==> config.mk <==
export PLATFORM = sky130hd
export DESIGN_NAME = metp_ctrl
export DESIGN_NICKNAME = d
export VERILOG_FILES = /design/src/hw/rtl/mandelbrot_escape_time_pixel_top_defines.svh /design/src/hw/rtl/metp_pkg.sv /design/src/hw/rtl/metp_ctrl.sv
export SDC_FILE = /design/constraint.sdc
export NUM_CORES = 1
export LEC_CHECK = 0
export BUFFER_PORTS_ARGS = -buffer_cell sky130_fd_sc_hd__buf_2
export CAP_MARGIN = 20
export CORE_MARGIN = 2
export CORE_UTILIZATION = 35
export DETAILED_ROUTE_END_ITERATION = 12
export GPL_ROUTABILITY_DRIVEN = 1
export GPL_TIMING_DRIVEN = 0
export PLACE_DENSITY = 0.65
export SLEW_MARGIN = 20
export SYNTH_ARGS = -nofsm -noshare
export SYNTH_HDL_FRONTEND = slang
export SYNTH_SLANG_ARGS = --single-unit
==> constraint.sdc <==
create_clock -name clk -period 2.4 [get_ports clk]
set_clock_uncertainty 0.2 [all_clocks]
set_input_delay 0.6 -clock clk [delete_from_list [all_inputs] [get_ports clk]]
set_output_delay 0.6 -clock clk [all_outputs]
set_load 0.005 [all_outputs]
==> src/hw/rtl/mandelbrot_escape_time_pixel_top_defines.svh <==
// Assertion macros for the Mandelbrot escape-time pixel block.
// Included by the top level; relies on clk and rst_n being in scope.
`ifndef MANDELBROT_ESCAPE_TIME_PIXEL_TOP_DEFINES_SVH
`define MANDELBROT_ESCAPE_TIME_PIXEL_TOP_DEFINES_SVH

// Same-cycle implication, disabled while reset is held.
`define METP_ASSERT_IMPL(label, pre, post) \
  label: assert property (@(posedge clk) disable iff (!rst_n) (pre) |-> (post)) \
    else $error("metp assertion failed");

// Next-cycle implication, disabled while reset is held.
`define METP_ASSERT_NEXT(label, pre, post) \
  label: assert property (@(posedge clk) disable iff (!rst_n) (pre) |=> (post)) \
    else $error("metp assertion failed");

`endif

==> src/hw/rtl/metp_pkg.sv <==
// Shared types, constants and helper functions of the escape-time pixel block.
// Used by every module in hw/rtl; has no dependencies.
`timescale 1ns / 1ps

package metp_pkg;

  // Field and datapath widths.
  localparam int COORD_W   = 48;
  localparam int FRAC_W    = COORD_W - 4;
  localparam int ITER_W    = 16;
  localparam int DIM_W     = 12;
  localparam int SIZE_W    = DIM_W + 1;
  localparam int OFS_W     = DIM_W + 2;
  localparam int STEP_W    = COORD_W - 1;
  localparam int HUE_W     = 9;
  localparam int HALF_W    = 25;
  localparam int MUL_W     = 2 * HALF_W;
  localparam int PROD_W    = 2 * MUL_W;
  localparam int SCALED_W  = 25;
  localparam int CUBE_W    = 3 * SCALED_W;
  localparam int MCUBE_W   = 3 * ITER_W;
  localparam int ROOT_W    = 13;
  localparam int RSQ_W     = 2 * ROOT_W;
  localparam int BIT_W     = 4;
  localparam int CFG_IDX_W = 3;
  localparam int CFG_W     = 48;
  localparam int HUE_MOD   = 360;

  typedef logic signed [COORD_W-1:0] coord_t;
  typedef logic signed [COORD_W:0]   wide_t;

  localparam coord_t CMAX = {1'b0, {(COORD_W-1){1'b1}}};
  localparam coord_t CMIN = {1'b1, {(COORD_W-1){1'b0}}};
  localparam logic [COORD_W-1:0] ESC_MAG = COORD_W'(64'd2 << FRAC_W);
  localparam logic [COORD_W:0]   ESC_SQ  = (COORD_W+1)'(64'd4 << FRAC_W);

  // Controller states.
  typedef enum logic [3:0] {
    S_IDLE, S_MAP, S_MAP_WAIT, S_ITER_TEST, S_ITER_WAIT, S_HSQ, S_HSQ_WAIT,
    S_HCU, S_HCU_WAIT, S_HBIT, S_HBIT_WAIT, S_FINISH
  } state_t;

  // Operand selection for the multiplier bank.
  typedef enum logic [2:0] {
    MOP_MAP, MOP_ITER, MOP_HSQ, MOP_HCU, MOP_HBIT
  } mul_op_t;

  // Configuration register indexes.
  typedef enum logic [CFG_IDX_W-1:0] {
    REG_IMAGE_WIDTH    = 3'd0,
    REG_IMAGE_HEIGHT   = 3'd1,
    REG_CENTER_RE      = 3'd2,
    REG_CENTER_IM      = 3'd3,
    REG_PIXEL_STEP     = 3'd4,
    REG_MAX_ITERATIONS = 3'd5
  } cfg_reg_t;

  typedef struct packed {
    logic    load_in;
    logic    mul_start;
    mul_op_t mul_op;
    logic    map_load;
    logic    iter_upd;
    logic    sq_load;
    logic    root_init;
    logic    root_upd;
    logic    out_load;
  } cmd_t;

  typedef struct packed {
    logic mul_done;
    logic at_max;
    logic big_mag;
    logic sum_escape;
    logic root_last;
  } sts_t;

  // Clamp a one-bit-wider signed value to the coordinate range.
  function automatic coord_t clamp_c(wide_t v);
    coord_t r;
    if (v > wide_t'(CMAX)) r = CMAX;
    else if (v < wide_t'(CMIN)) r = CMIN;
    else r = v[COORD_W-1:0];
    return r;
  endfunction

  // Apply a sign to a truncated product magnitude and saturate it.
  function automatic coord_t sat_mag(logic [PROD_W-1:0] m, logic neg);
    logic [PROD_W-1:0] lim;
    logic [COORD_W-1:0] low;
    coord_t r;
    lim = PROD_W'(CMAX);
    low = m[COORD_W-1:0];
    if (neg) r = (m > lim) ? CMIN : coord_t'(~low + 1'b1);
    else r = (m > lim) ? CMAX : coord_t'(low);
    return r;
  endfunction

  // Magnitude of a coordinate; the most negative value maps to 2^(COORD_W-1).
  function automatic logic [COORD_W-1:0] mag_c(coord_t v);
    logic [COORD_W-1:0] u;
    u = v;
    return v[COORD_W-1] ? (~u + 1'b1) : u;
  endfunction

  // Reduce the root modulo 360 by restoring subtraction of scaled moduli.
  function automatic logic [HUE_W-1:0] hue_mod(logic [ROOT_W-1:0] k);
    logic [ROOT_W-1:0] r;
    r = k;
    for (int j = 4; j >= 0; j--) begin
      if (r >= ROOT_W'(HUE_MOD << j)) r = r - ROOT_W'(HUE_MOD << j);
    end
    return r[HUE_W-1:0];
  endfunction

endpackage

==> src/hw/rtl/metp_ctrl.sv <==
// Controller state machine: sequences mapping, iteration and hue search.
// Depends on metp_pkg; talks to metp_dp through cmd_t and sts_t.
`timescale 1ns / 1ps

module metp_ctrl (
  input  logic            clk,
  input  logic            rst_n,
  input  logic            in_valid,
  output logic            in_ready,
  output logic            out_valid,
  input  logic            out_ready,
  input  metp_pkg::sts_t  sts,
  output metp_pkg::cmd_t  cmd
);

  metp_pkg::state_t state_r, state_nxt;
  logic             out_valid_r, out_valid_nxt;
  logic             out_free;

  assign out_free = !out_valid_r || out_ready;

  // Next state.
  always_comb begin
    state_nxt = state_r;
    case (state_r)
      metp_pkg::S_IDLE:      if (in_valid) state_nxt = metp_pkg::S_MAP;
      metp_pkg::S_MAP:       state_nxt = metp_pkg::S_MAP_WAIT;
      metp_pkg::S_MAP_WAIT:  if (sts.mul_done) state_nxt = metp_pkg::S_ITER_TEST;
      metp_pkg::S_ITER_TEST: begin
        if (sts.at_max) state_nxt = metp_pkg::S_FINISH;
        else if (sts.big_mag) state_nxt = metp_pkg::S_HSQ;
        else state_nxt = metp_pkg::S_ITER_WAIT;
      end
      metp_pkg::S_ITER_WAIT: begin
        if (sts.mul_done) begin
          state_nxt = sts.sum_escape ? metp_pkg::S_HSQ : metp_pkg::S_ITER_TEST;
        end
      end
      metp_pkg::S_HSQ:       state_nxt = metp_pkg::S_HSQ_WAIT;
      metp_pkg::S_HSQ_WAIT:  if (sts.mul_done) state_nxt = metp_pkg::S_HCU;
      metp_pkg::S_HCU:       state_nxt = metp_pkg::S_HCU_WAIT;
      metp_pkg::S_HCU_WAIT:  if (sts.mul_done) state_nxt = metp_pkg::S_HBIT;
      metp_pkg::S_HBIT:      state_nxt = metp_pkg::S_HBIT_WAIT;
      metp_pkg::S_HBIT_WAIT: begin
        if (sts.mul_done) begin
          state_nxt = sts.root_last ? metp_pkg::S_FINISH : metp_pkg::S_HBIT;
        end
      end
      metp_pkg::S_FINISH:    if (out_free) state_nxt = metp_pkg::S_IDLE;
      default:               state_nxt = metp_pkg::S_IDLE;
    endcase
  end

  // Commands to the datapath.
  always_comb begin
    cmd           = '0;
    cmd.mul_op    = metp_pkg::MOP_MAP;
    case (state_r)
      metp_pkg::S_IDLE:      cmd.load_in = in_valid;
      metp_pkg::S_MAP:       cmd.mul_start = 1'b1;
      metp_pkg::S_MAP_WAIT:  cmd.map_load = sts.mul_done;
      metp_pkg::S_ITER_TEST: begin
        cmd.mul_op    = metp_pkg::MOP_ITER;
        cmd.mul_start = !sts.at_max && !sts.big_mag;
      end
      metp_pkg::S_ITER_WAIT: begin
        cmd.mul_op   = metp_pkg::MOP_ITER;
        cmd.iter_upd = sts.mul_done && !sts.sum_escape;
      end
      metp_pkg::S_HSQ: begin
        cmd.mul_op    = metp_pkg::MOP_HSQ;
        cmd.mul_start = 1'b1;
      end
      metp_pkg::S_HSQ_WAIT: begin
        cmd.mul_op  = metp_pkg::MOP_HSQ;
        cmd.sq_load = sts.mul_done;
      end
      metp_pkg::S_HCU: begin
        cmd.mul_op    = metp_pkg::MOP_HCU;
        cmd.mul_start = 1'b1;
      end
      metp_pkg::S_HCU_WAIT: begin
        cmd.mul_op    = metp_pkg::MOP_HCU;
        cmd.root_init = sts.mul_done;
      end
      metp_pkg::S_HBIT: begin
        cmd.mul_op    = metp_pkg::MOP_HBIT;
        cmd.mul_start = 1'b1;
      end
      metp_pkg::S_HBIT_WAIT: begin
        cmd.mul_op   = metp_pkg::MOP_HBIT;
        cmd.root_upd = sts.mul_done;
      end
      metp_pkg::S_FINISH:    cmd.out_load = out_free;
      default:               cmd.load_in = 1'b0;
    endcase
  end

  // Output valid: set when a result is loaded, cleared once it is taken.
  always_comb begin
    if (cmd.out_load) out_valid_nxt = 1'b1;
    else if (out_ready) out_valid_nxt = 1'b0;
    else out_valid_nxt = out_valid_r;
  end

  always_ff @(posedge clk) begin
    if (!rst_n) begin
      state_r     <= metp_pkg::S_IDLE;
      out_valid_r <= 1'b0;
    end else begin
      state_r     <= state_nxt;
      out_valid_r <= out_valid_nxt;
    end
  end

  assign in_ready  = state_r == metp_pkg::S_IDLE;
  assign out_valid = out_valid_r;

endmodule

* Word-level counts from Yosys, hierarchy flattened
Index checks and enable logic that the tools add are counted.
Cells by class: multiplexer cells 23, add/sub/neg operators 0, reduce and logical (&&, ||, !) cells 15, equality and inequality tests 18, multiply operators 0, bitwise logic cells 0, $lt $le $gt $ge 0, shifts and indexed selects 0, div/mod/pow operators 0
Operators with widths (count):
- 4-bit case mux with 12 select lines | 1
- 4-bit 2-to-1 mux | 8
- 4-bit by 3-bit equality test with 1-bit output, second input constant | 4
- 4-bit equality test, second input constant | 4
- 2-bit != test, second input constant | 7
- 3-bit case mux with 4 select lines | 1
- 1-bit 2-to-1 mux | 10
- 4-bit by 2-bit equality test with 1-bit output, second input constant | 2
- 2-bit OR reduction | 4
- 7-bit AND reduction | 1
- 4-bit by 1-bit equality test with 1-bit output, second input constant | 1
- 1-bit zero test | 4
- 4-bit zero test | 1
- 4-bit OR reduction | 1
- 3-bit 2-to-1 mux | 1
- 1-bit logical AND | 2
- 2-bit 2-to-1 mux | 1
- 1-bit case mux with 2 select lines | 1
- 2-bit nonzero test | 1
- 1-bit logical OR | 1
Word-level totals: memories 0, memory bits (writable) 0, input port bits 9, register bits 5, bits in latches 0, bits in read-only memories 0, logic and storage cells 58, output and inout bits 13

* Depth between registers and ports, before layout
Gate-level depths: netlist of the first run.
word-level depth 4, depth in mapped cells 6, depth with buffers taken out 5

* Worst setup path before layout of the first run
OpenSTA, ideal clock, no wires.
path kind register to output, from reg state_r[1], to out cmd[10] (netlist bit), arrival 1032 ps, cell stages (with the launch flop) 4, data required time 1600 ps, path slack 568 ps, buffers on the path 1, path through dfxtp_1 buf_2 nor4_1 and2_1
RTL lines:
- start, declared | RTL line metp_ctrl.sv:16 | metp_pkg::state_t state_r, state_nxt;
- start signal, assigned | RTL line metp_ctrl.sv:108 | state_r <= metp_pkg::S_IDLE;
- start signal, assigned | RTL line metp_ctrl.sv:111 | state_r <= state_nxt;
- end, declared | RTL line metp_ctrl.sv:13 | output metp_pkg::cmd_t cmd

==> results of run 1 <==
==> per-layer routing <==
metal / vias up / wire length, µm / track usage, %
met5: - / 0 / 0
met4: 0 / 0 / 5.81
met3: 0 / 45 / 1.29
met2: 12 / 598 / 23.8
met1: 260 / 594 / 17.0
li1: 310 / - / -
==> power by group through the flow <==
stage          combinational (mW)  sequential (mW)  clock (mW)
2_1_floorplan               0.141            0.106           0
3_3_place_gp                0.194            0.110           0
3_5_place_dp                0.195            0.109           0
4_1_cts                     0.197            0.107       0.102
5_1_grt                     0.218            0.109       0.108
6_report                    0.196            0.108      0.0992
==> per-stage QoR <==
| step | hold WS, ns | setup slack (ns) |
|---|---|---|
| finish | 0.422 | 0.193 |
| global route | 0.432 | 0.0507 |
| CTS | 0.421 | 0.184 |
| detailed placement | 0.440 | 0.397 |
| global placement | 0.433 | 0.404 |
| floorplan | 0.435 | 0.568 |
==> registers in the layout (all words and copies together) (netlist names) <==
| name | cells |
|---|---|
| state_r | 4 |
| out_valid | 1 |
==> area by class of cell <==
class / instances / area, µm² / share of cell area (%)
Inverter: 2 / 7.51 / 1.15
Timing Repair Buffer: 21 / 105 / 16.0
Buffer: 6 / 56.3 / 8.59
Tap cell: 15 / 18.8 / 2.86
Multi-Input combinational cell: 61 / 342 / 52.1
Clock buffer: 4 / 26.3 / 4.01
Sequential cell: 5 / 100 / 15.3
==> layout by cell type, fill, tap and decap left out, types with 3 or more instances in the layout <==
master / count
a21oi_1: 6
buf_2: 22
clkbuf_4: 3
dfxtp_1: 5
nand2_1: 6
nor2_1: 14
nor3_1: 6
o21a_1: 3
o21ai_0: 5
==> kinds of logic (layout without fill, tap and decap cells) <==
logic type	after synthesis	count (layout)	synth area share, %
compound gates	20	20	25.2
buf+inv	8	33	12.6
flops	5	5	19.8
mux	2	2	4.21
simple gates	39	39	38.1
==> worst max path at each step <==
stage,end,slack [ns]
floorplan,cmd[10],0.57
detailed placement,state_r[1],0.40
CTS,cmd[0],0.18
global route,cmd[6],0.05
finish,cmd[6],0.19
global placement,state_r[1],0.40
==> flow_summary.ini, run 1 <==
[pwr]
power_frac_comb_pct = 48.6
power_density_mw_per_mm2 = 614
pwr-share-seq_pct = 26.7
p_int_uw = 250
fin_total_pwr_uw = 402
p_leak_nw = 0.301
vdd_drop_max_v = 0.000248
pwr-share-clk_pct = 24.6
p_sw_uw = 153
p_sw_share_pct = 37.9

[clock_tree]
cts_max_path_buffers = 2
clock_sinks = 5
cts_resized = 0
cts_tree = done
post_cts_buffers = 0
cts-hold-fix-buffers = 0
htree_levels = 1
clkTransAtPathRegs_ns = 0.04
cts_buffers = 3
insertion_delay_ns = 0.24
root_buffer = clkbuf_4

[finish]
n_fill_cell = 151
fin_nets = 109
n_antenna_cell = 0
fin_util_pct = 49.8
drive_gt1_share_pct = 33.3
layout.cell_area.non_filler_um2 = 656
instances_no_fill = 114
area_growth_pct = 29.7

[placement]
post_dp_cell_area_um2 = 629
place_inst = 110
portBuffers = 21
hpwl_um = 932
gp_congestion = 0.736

[global_routing]
grt_max_degree = 11
grt_pass1_vias = 470
grt_pass1_wl_um = 1910
antenna_found_initial = 0
grtUsageTotal_pct = 13.7
grt-ovfl-total = 0

[setup_path]
cp.arrival_ns = 1.41
crit_required_ns = 1.60
cpLargestDelayFamily = flip-flops
crit_buf_inv = 2
worst-r2r-cell-count = 6
worst_setup_path_start_kind = register
rrSetupSlack_ns = 0.58
worst-setup-path-type = register to primary output
crit_chain = clkbuf_8 -> nand2b_1 -> a21oi_1 -> nand2_1 -> o21ai_0 -> buf_2
r2r_end = state_r[2]
r2r_start = state_r[2]
cpMaxStageDelayCell = dfxtp_1
cp-startpoint = state_r[2]
cp-end-kind = primary output
slowest_delay_ns = 0.44
cp.depth = 6
critPathMaxFanout = 10

[min_path]
holdPathEnd = state_r[0]
hp-class = input pin to register
holdPathStages = 2
hold_start = rst_n

[sta]
maxSlewHeadroom_pct = 82.1
period_needed_ns = 2.21
tightestPinTransition_ns = 0.267
fin_crit_sh_pct = 92.0
drv_slew = 0
rsz0062_at_grt = false
hold_viol_final = 0
setup_viol_count_final = 0
tns_ns = 0
fmax_mhz = 453

[yosys]
synth_top_area_share_pct = 19.8
synth_nets = 83
synth_top_cells_by_area = dfxtp_1 20%, nor2_1 10%, a21oi_1 5.9%, nor3_1 5.9%, o21ai_0 5.0%
synth-async-reset-ratio_pct = 0
syn_area_per_cell_um2 = 6.83
synth_area_um2 = 505
synth_top_flop_cell = dfxtp_1
yosysTopAreaCell = dfxtp_1
synth_common_cells = 14 x nor2_1, 6 x a21oi_1, 6 x nand2_1, 6 x nor3_1
syn_inst = 74
ys_types = 28
post-synth-top-count-cell = nor2_1
yosysSeqAreaShare_pct = 19.8
synth-edff-count = 0
ys_warn_count = 0
ys_ff_latch = 5

[floorplan]
dieArea_mm2 = 0.00176
dieHeight_um = 42.0
chipWidth_um = 42.0
core_area_mm2 = 0.00132
initial_core_util_pct = 38.4
rows = 13
io_pins = 22

[drt]
post_drt_wl_per_cell_um = 10.9
drt_iter0_markers = 12
drc = 0
vias = 582
finalWirelength_um = 1240
antenna_left = 0
routed_via_density = 5.11
drt_pass1_iterations = 4

[flow_run]
maxCapViolations = 0

[status]
outcome = finished, final reports clean
No activity file was read; power rests on OpenSTA's default activity.
==> run 2: changes to the inputs <==
--- a/config.mk
+++ b/config.mk
@@ -7,7 +7,6 @@
 export LEC_CHECK = 0
 export BUFFER_PORTS_ARGS = -buffer_cell sky130_fd_sc_hd__buf_2
 export CAP_MARGIN = 20
-export CORE_MARGIN = 2
 export CORE_UTILIZATION = 35
 export DETAILED_ROUTE_END_ITERATION = 12
 export GPL_ROUTABILITY_DRIVEN = 1
==> constraint.sdc (replaced) <==
create_clock -name clk -period 2.8 [get_ports clk]
set_clock_uncertainty 0.2 [all_clocks]
set_input_delay 0.7 -clock clk [delete_from_list [all_inputs] [get_ports clk]]
set_output_delay 0.7 -clock clk [all_outputs]
set_load 0.005 [all_outputs]
==> flow_summary.ini, run 2 (synthesis results as in run 1) <==
[drt]
drt_pass1_iterations = 4
antenna_left = 0
routed_via_density = 5.12
post_drt_wl_per_cell_um = 11.1
drc = 0
vias = 584
drt_iter0_markers = 11
finalWirelength_um = 1270

[placement]
hpwl_um = 958
portBuffers = 21
pre_cts_ws_ns = 0.614
gp_congestion = 0.731

[floorplan]
io_pins = 22
initial_core_util_pct = 38.4
dieArea_mm2 = 0.00160
rows = 13
core_area_mm2 = 0.00132
chipWidth_um = 40.0
dieHeight_um = 40.0

[sta]
rsz0062_at_grt = false
hold_viol_final = 0
fmax_mhz = 424
fin_crit_sh_pct = 84.2
period_needed_ns = 2.36
tightestPinTransition_ns = 0.327
maxSlewHeadroom_pct = 78.0
worst_hold_slack_ns = 0.456
tns_ns = 0
drv_slew = 0
setup_viol_count_final = 0
fin_ws_ns = 0.443

[finish]
fin_nets = 109
n_fill_cell = 146
final_common_cell = buf_2
layout_common_cells = 22 x buf_2, 14 x nor2_1, 6 x nand2_1, 6 x nor3_1, 6 x a21oi_1
area_growth_pct = 29.7
multi_input_area_um2 = 342
n_antenna_cell = 0
regMostFlops = state_r
drive_gt1_share_pct = 33.3
largest_reg_flops = 4
regArea_um2 = 100

[clock_tree]
clock_sinks = 5
cts_tree = done
clkTransAtPathRegs_ns = 0.05
root_buffer = clkbuf_4
insertion_delay_ns = 0.25
cts_max_path_buffers = 2
post_cts_buffers = 0
cts_buffers = 3
htree_levels = 1
cts_resized = 0
cts-hold-fix-buffers = 0

[global_routing]
grtUsageTotal_pct = 19.0
grt-ovfl-total = 0
grt_pass1_wl_um = 2010
grt_max_degree = 11
grt_pass1_vias = 490
antenna_found_initial = 0

[setup_path]
cp.arrival_ns = 1.46
critPathMaxFanout = 10
worst-setup-path-type = register to primary output
worst_setup_path_start_kind = register
cp-end-kind = primary output
crit_required_ns = 1.90

[pwr]
vdd_drop_max_v = 0.000389
power_density_mw_per_mm2 = 531
fin_total_pwr_uw = 348
p_leak_nw = 0.301

[flow_run]
maxCapViolations = 0

[min_path]
hp-class = register to register

[status]
outcome = finished, final reports clean
[run 2: cell counts in the layout (fill, tap and decap cells not counted)]
No cell type changed its count.
[run 2: through the flow]
stage	cell area, µm²	utilization, %	cells
finish	656	49.8	114
global route	656	49.8	114
CTS	656	49.8	114
detailed placement	629	47.8	110
global placement	629	47.8	110
floorplan	505	-	74
[run 2: final cells by class]
cell class | instances | share of cell area [%]
Timing Repair Buffer | 21 | 16.0
Sequential cell | 5 | 15.3
Inverter | 2 | 1.15
Tap cell | 15 | 2.86
Clock buffer | 4 | 4.01
Buffer | 6 | 8.59
Multi-Input combinational cell | 61 | 52.1
[run 2: power breakdown]
| group | switching [mW] | internal [mW] |
|---|---|---|
| sequential | 0.0117 | 0.0813 |
| clock | 0.0322 | 0.0541 |
| combinational | 0.0902 | 0.0789 |
[run 2: path summary, 6_finish.rpt]
check	start	endpoint	slack (ns)	cells after the start
min	out_valid	out_valid	0.46	2
max	state_r[1]	cmd[0]	0.44	5
max reg2reg	state_r[2]	state_r[2]	0.99	6
min reg2reg	out_valid	out_valid	0.46	2
[run 2: critical path: stages, from the launching register on]
cell     delay [ns]
dfxtp_1        0.41
buf_2          0.24
nand2_1        0.13
nor3_1         0.21
buf_4          0.13
buf_2          0.10
[run 2: per-layer routing]
metal  track usage, %  up-vias  routed length, µm
met5                0        -                  0
met2             32.3       14                599
met3             5.00        4                 53
met1             22.3      256                592
li1                 -      310                  -
met4             7.76        0                 23
==> run 3: changes to the inputs <==
--- a/config.mk
+++ b/config.mk
@@ -5,13 +5,14 @@
 export SDC_FILE = /design/constraint.sdc
 export NUM_CORES = 1
 export LEC_CHECK = 0
+export ABC_AREA = 1
 export BUFFER_PORTS_ARGS = -buffer_cell sky130_fd_sc_hd__buf_2
 export CAP_MARGIN = 20
 export CORE_UTILIZATION = 35
 export DETAILED_ROUTE_END_ITERATION = 12
 export GPL_ROUTABILITY_DRIVEN = 1
 export GPL_TIMING_DRIVEN = 0
-export PLACE_DENSITY = 0.65
+export PLACE_DENSITY = 0.67
 export SLEW_MARGIN = 20
 export SYNTH_ARGS = -nofsm -noshare
 export SYNTH_HDL_FRONTEND = slang
==> constraint.sdc (replaced) <==
create_clock -name clk -period 1.9 [get_ports clk]
set_clock_uncertainty 0.2 [all_clocks]
set_input_delay 0.475 -clock clk [delete_from_list [all_inputs] [get_ports clk]]
set_output_delay 0.475 -clock clk [all_outputs]
set_load 0.005 [all_outputs]
==> flow_summary.ini, run 3 <==
[status]
outcome = finished, violations left
violations = setup timing

[drt]
drc = 0
antenna_left = 0
routed_via_density = 4.99
vias = 718
drt_iter0_markers = 41
finalWirelength_um = 1660
drt_pass1_iterations = 4
post_drt_wl_per_cell_um = 11.5

[finish]
regMostFlops = state_r
n_antenna_cell = 0
layout_common_cells = 23 x nand2_1, 21 x buf_2, 12 x nor2_1
final_common_cell = nand2_1
area_growth_pct = 60.8
largest_reg_flops = 4
n_fill_cell = 127
fin_util_pct = 61.5
fin_nets = 139
drive_gt1_share_pct = 48.8
instances_no_fill = 144

[placement]
portBuffers = 21
gp_congestion = 0.822
place_inst = 131
hpwl_um = 1110

[clock_tree]
insertion_delay_ns = 0.24
htree_levels = 1
cts_tree = done
clkTransAtPathRegs_ns = 0.04
cts_max_path_buffers = 2
clock_sinks = 5
root_buffer = clkbuf_4
cts-hold-fix-buffers = 0
cts_buffers = 3

[floorplan]
core_area_mm2 = 0.00132
dieHeight_um = 40.0
dieArea_mm2 = 0.00160
rows = 13
chipWidth_um = 40.0
io_pins = 22
initial_core_util_pct = 38.3

[yosys]
synth-async-reset-ratio_pct = 0
syn_inst = 95
ys_ff_latch = 5
synth_nets = 104
synth_common_cells = 27 x nand2_1, 16 x nor2_1, 12 x inv_1, 8 x nand3_1, 6 x a21oi_1
yosysSeqAreaShare_pct = 19.9
ys_warn_count = 0
synth_area_um2 = 504
synth_top_flop_cell = dfxtp_1
synth_top_area_share_pct = 20.1
ys_types = 16
synth-edff-count = 0
syn_area_per_cell_um2 = 5.31
synth_top_cells_by_area = nand2_1 20%, dfxtp_1 20%, nor2_1 12%, inv_1 8.9%, nand3_1 7.9%
post-synth-top-count-cell = nand2_1
yosysTopAreaCell = nand2_1

[setup_path]
critPathMaxFanout = 5
slowest_delay_ns = 0.38
crit_required_ns = 1.22
crit_chain = inv_2 -> nor2_2 -> nand2_2 -> nor3_1 -> buf_2
cpMaxStageDelayCell = dfxtp_4
worst-setup-path-type = register to primary output
crit_buf_inv = 2
worst_setup_path_start_kind = register
cp-end-kind = primary output
cpLargestDelayFamily = simple AND/OR/NAND/NOR gates
cp.arrival_ns = 1.26

[sta]
fmax_mhz = 516
rsz0062_at_grt = true
fin_ws_ns = -0.0391
maxSlewHeadroom_pct = 82.3
tns_ns = -0.0543
drv_slew = 0
tightestPinTransition_ns = 0.265
hold_viol_final = 0
fin_crit_sh_pct = 102
period_needed_ns = 1.94
setup_viol_count_final = 2
worst_hold_slack_ns = 0.297

[pwr]
p_leak_nw = 0.451
vdd_drop_max_v = 0.000346
power_density_mw_per_mm2 = 674

[global_routing]
grtUsageTotal_pct = 23.6
antenna_found_initial = 0
grt_max_degree = 8
grt_pass1_wl_um = 2500
grt-ovfl-total = 0
grt_pass1_vias = 576

[min_path]
hp-class = input pin to register

[flow_run]
maxCapViolations = 0
[run 3: kinds of logic after synthesis]
logic type	synth area share, %
AOI/OAI and AO/OA	8.19
xor gates and xnor gates	1.74
buffers and inverters	14.1
DFF	19.9
and+or+nand+nor	56.1
[run 3: stage by stage]
stage	worst slack [ns]	cell area (µm²)	power (mW)
4_1_cts	-0.00855	739	0.505
3_3_place_gp	0.113	628	0.334
3_5_place_dp	0.0910	628	0.338
5_1_grt	-0.0907	811	0.590
2_1_floorplan	0.325	504	0.275
6_report	-0.0391	811	0.546
[run 3: timing repair]
item / 4_1_cts / 5_1_grt
setup buffers: 7 / 2
gates resized for setup: 13 / 15
setup endpoints to repair: 8 / 10
pin swaps: 2 / 5
[run 3: final timing paths]
check | from | to | slack, ns | cells after the start
max | state_r[2] | cmd[4] | -0.04 | 5
min | sts[4] | state_r[2] | 0.30 | 4
max reg2reg | state_r[0] | state_r[3] | 0.13 | 11
min reg2reg | state_r[3] | state_r[3] | 0.34 | 2
[run 3: final cells by class]
cell class                 count  area [µm²]  area share, %
inverter                      15        61.3           7.56
buffer                         2        18.8           2.31
multi-input combinational     73         402           49.5
timing repair buffer          30         173           21.3
sequential                     5         111           13.7
tap                           15        18.8           2.31
clock buffer                   4        26.3           3.24
[run 3: tightest hold or removal path, cell delays in order]
cell     delay (ns)
buf_2          0.09
a21oi_1        0.04
inv_1          0.04
a21oi_1        0.05
[run 3: where the power goes]
group | switching (mW) | total (mW) | internal [mW]
Combinational | 0.166 | 0.289 | 0.122
Clock | 0.0418 | 0.121 | 0.0793
Sequential | 0.0197 | 0.137 | 0.117
Total | 0.228 | 0.546 | 0.318
[run 3: layer usage]
layer  track usage [%]  wire length [µm]  share of wire (%)  vias up
met3              5.00                96                5.8        2
li1                  -                 -                  -      361
met5                 0                 0                  0        -
met4                 0                16               0.97        0
met1              30.2               698                 42      327
met2              42.3               846                 51       28
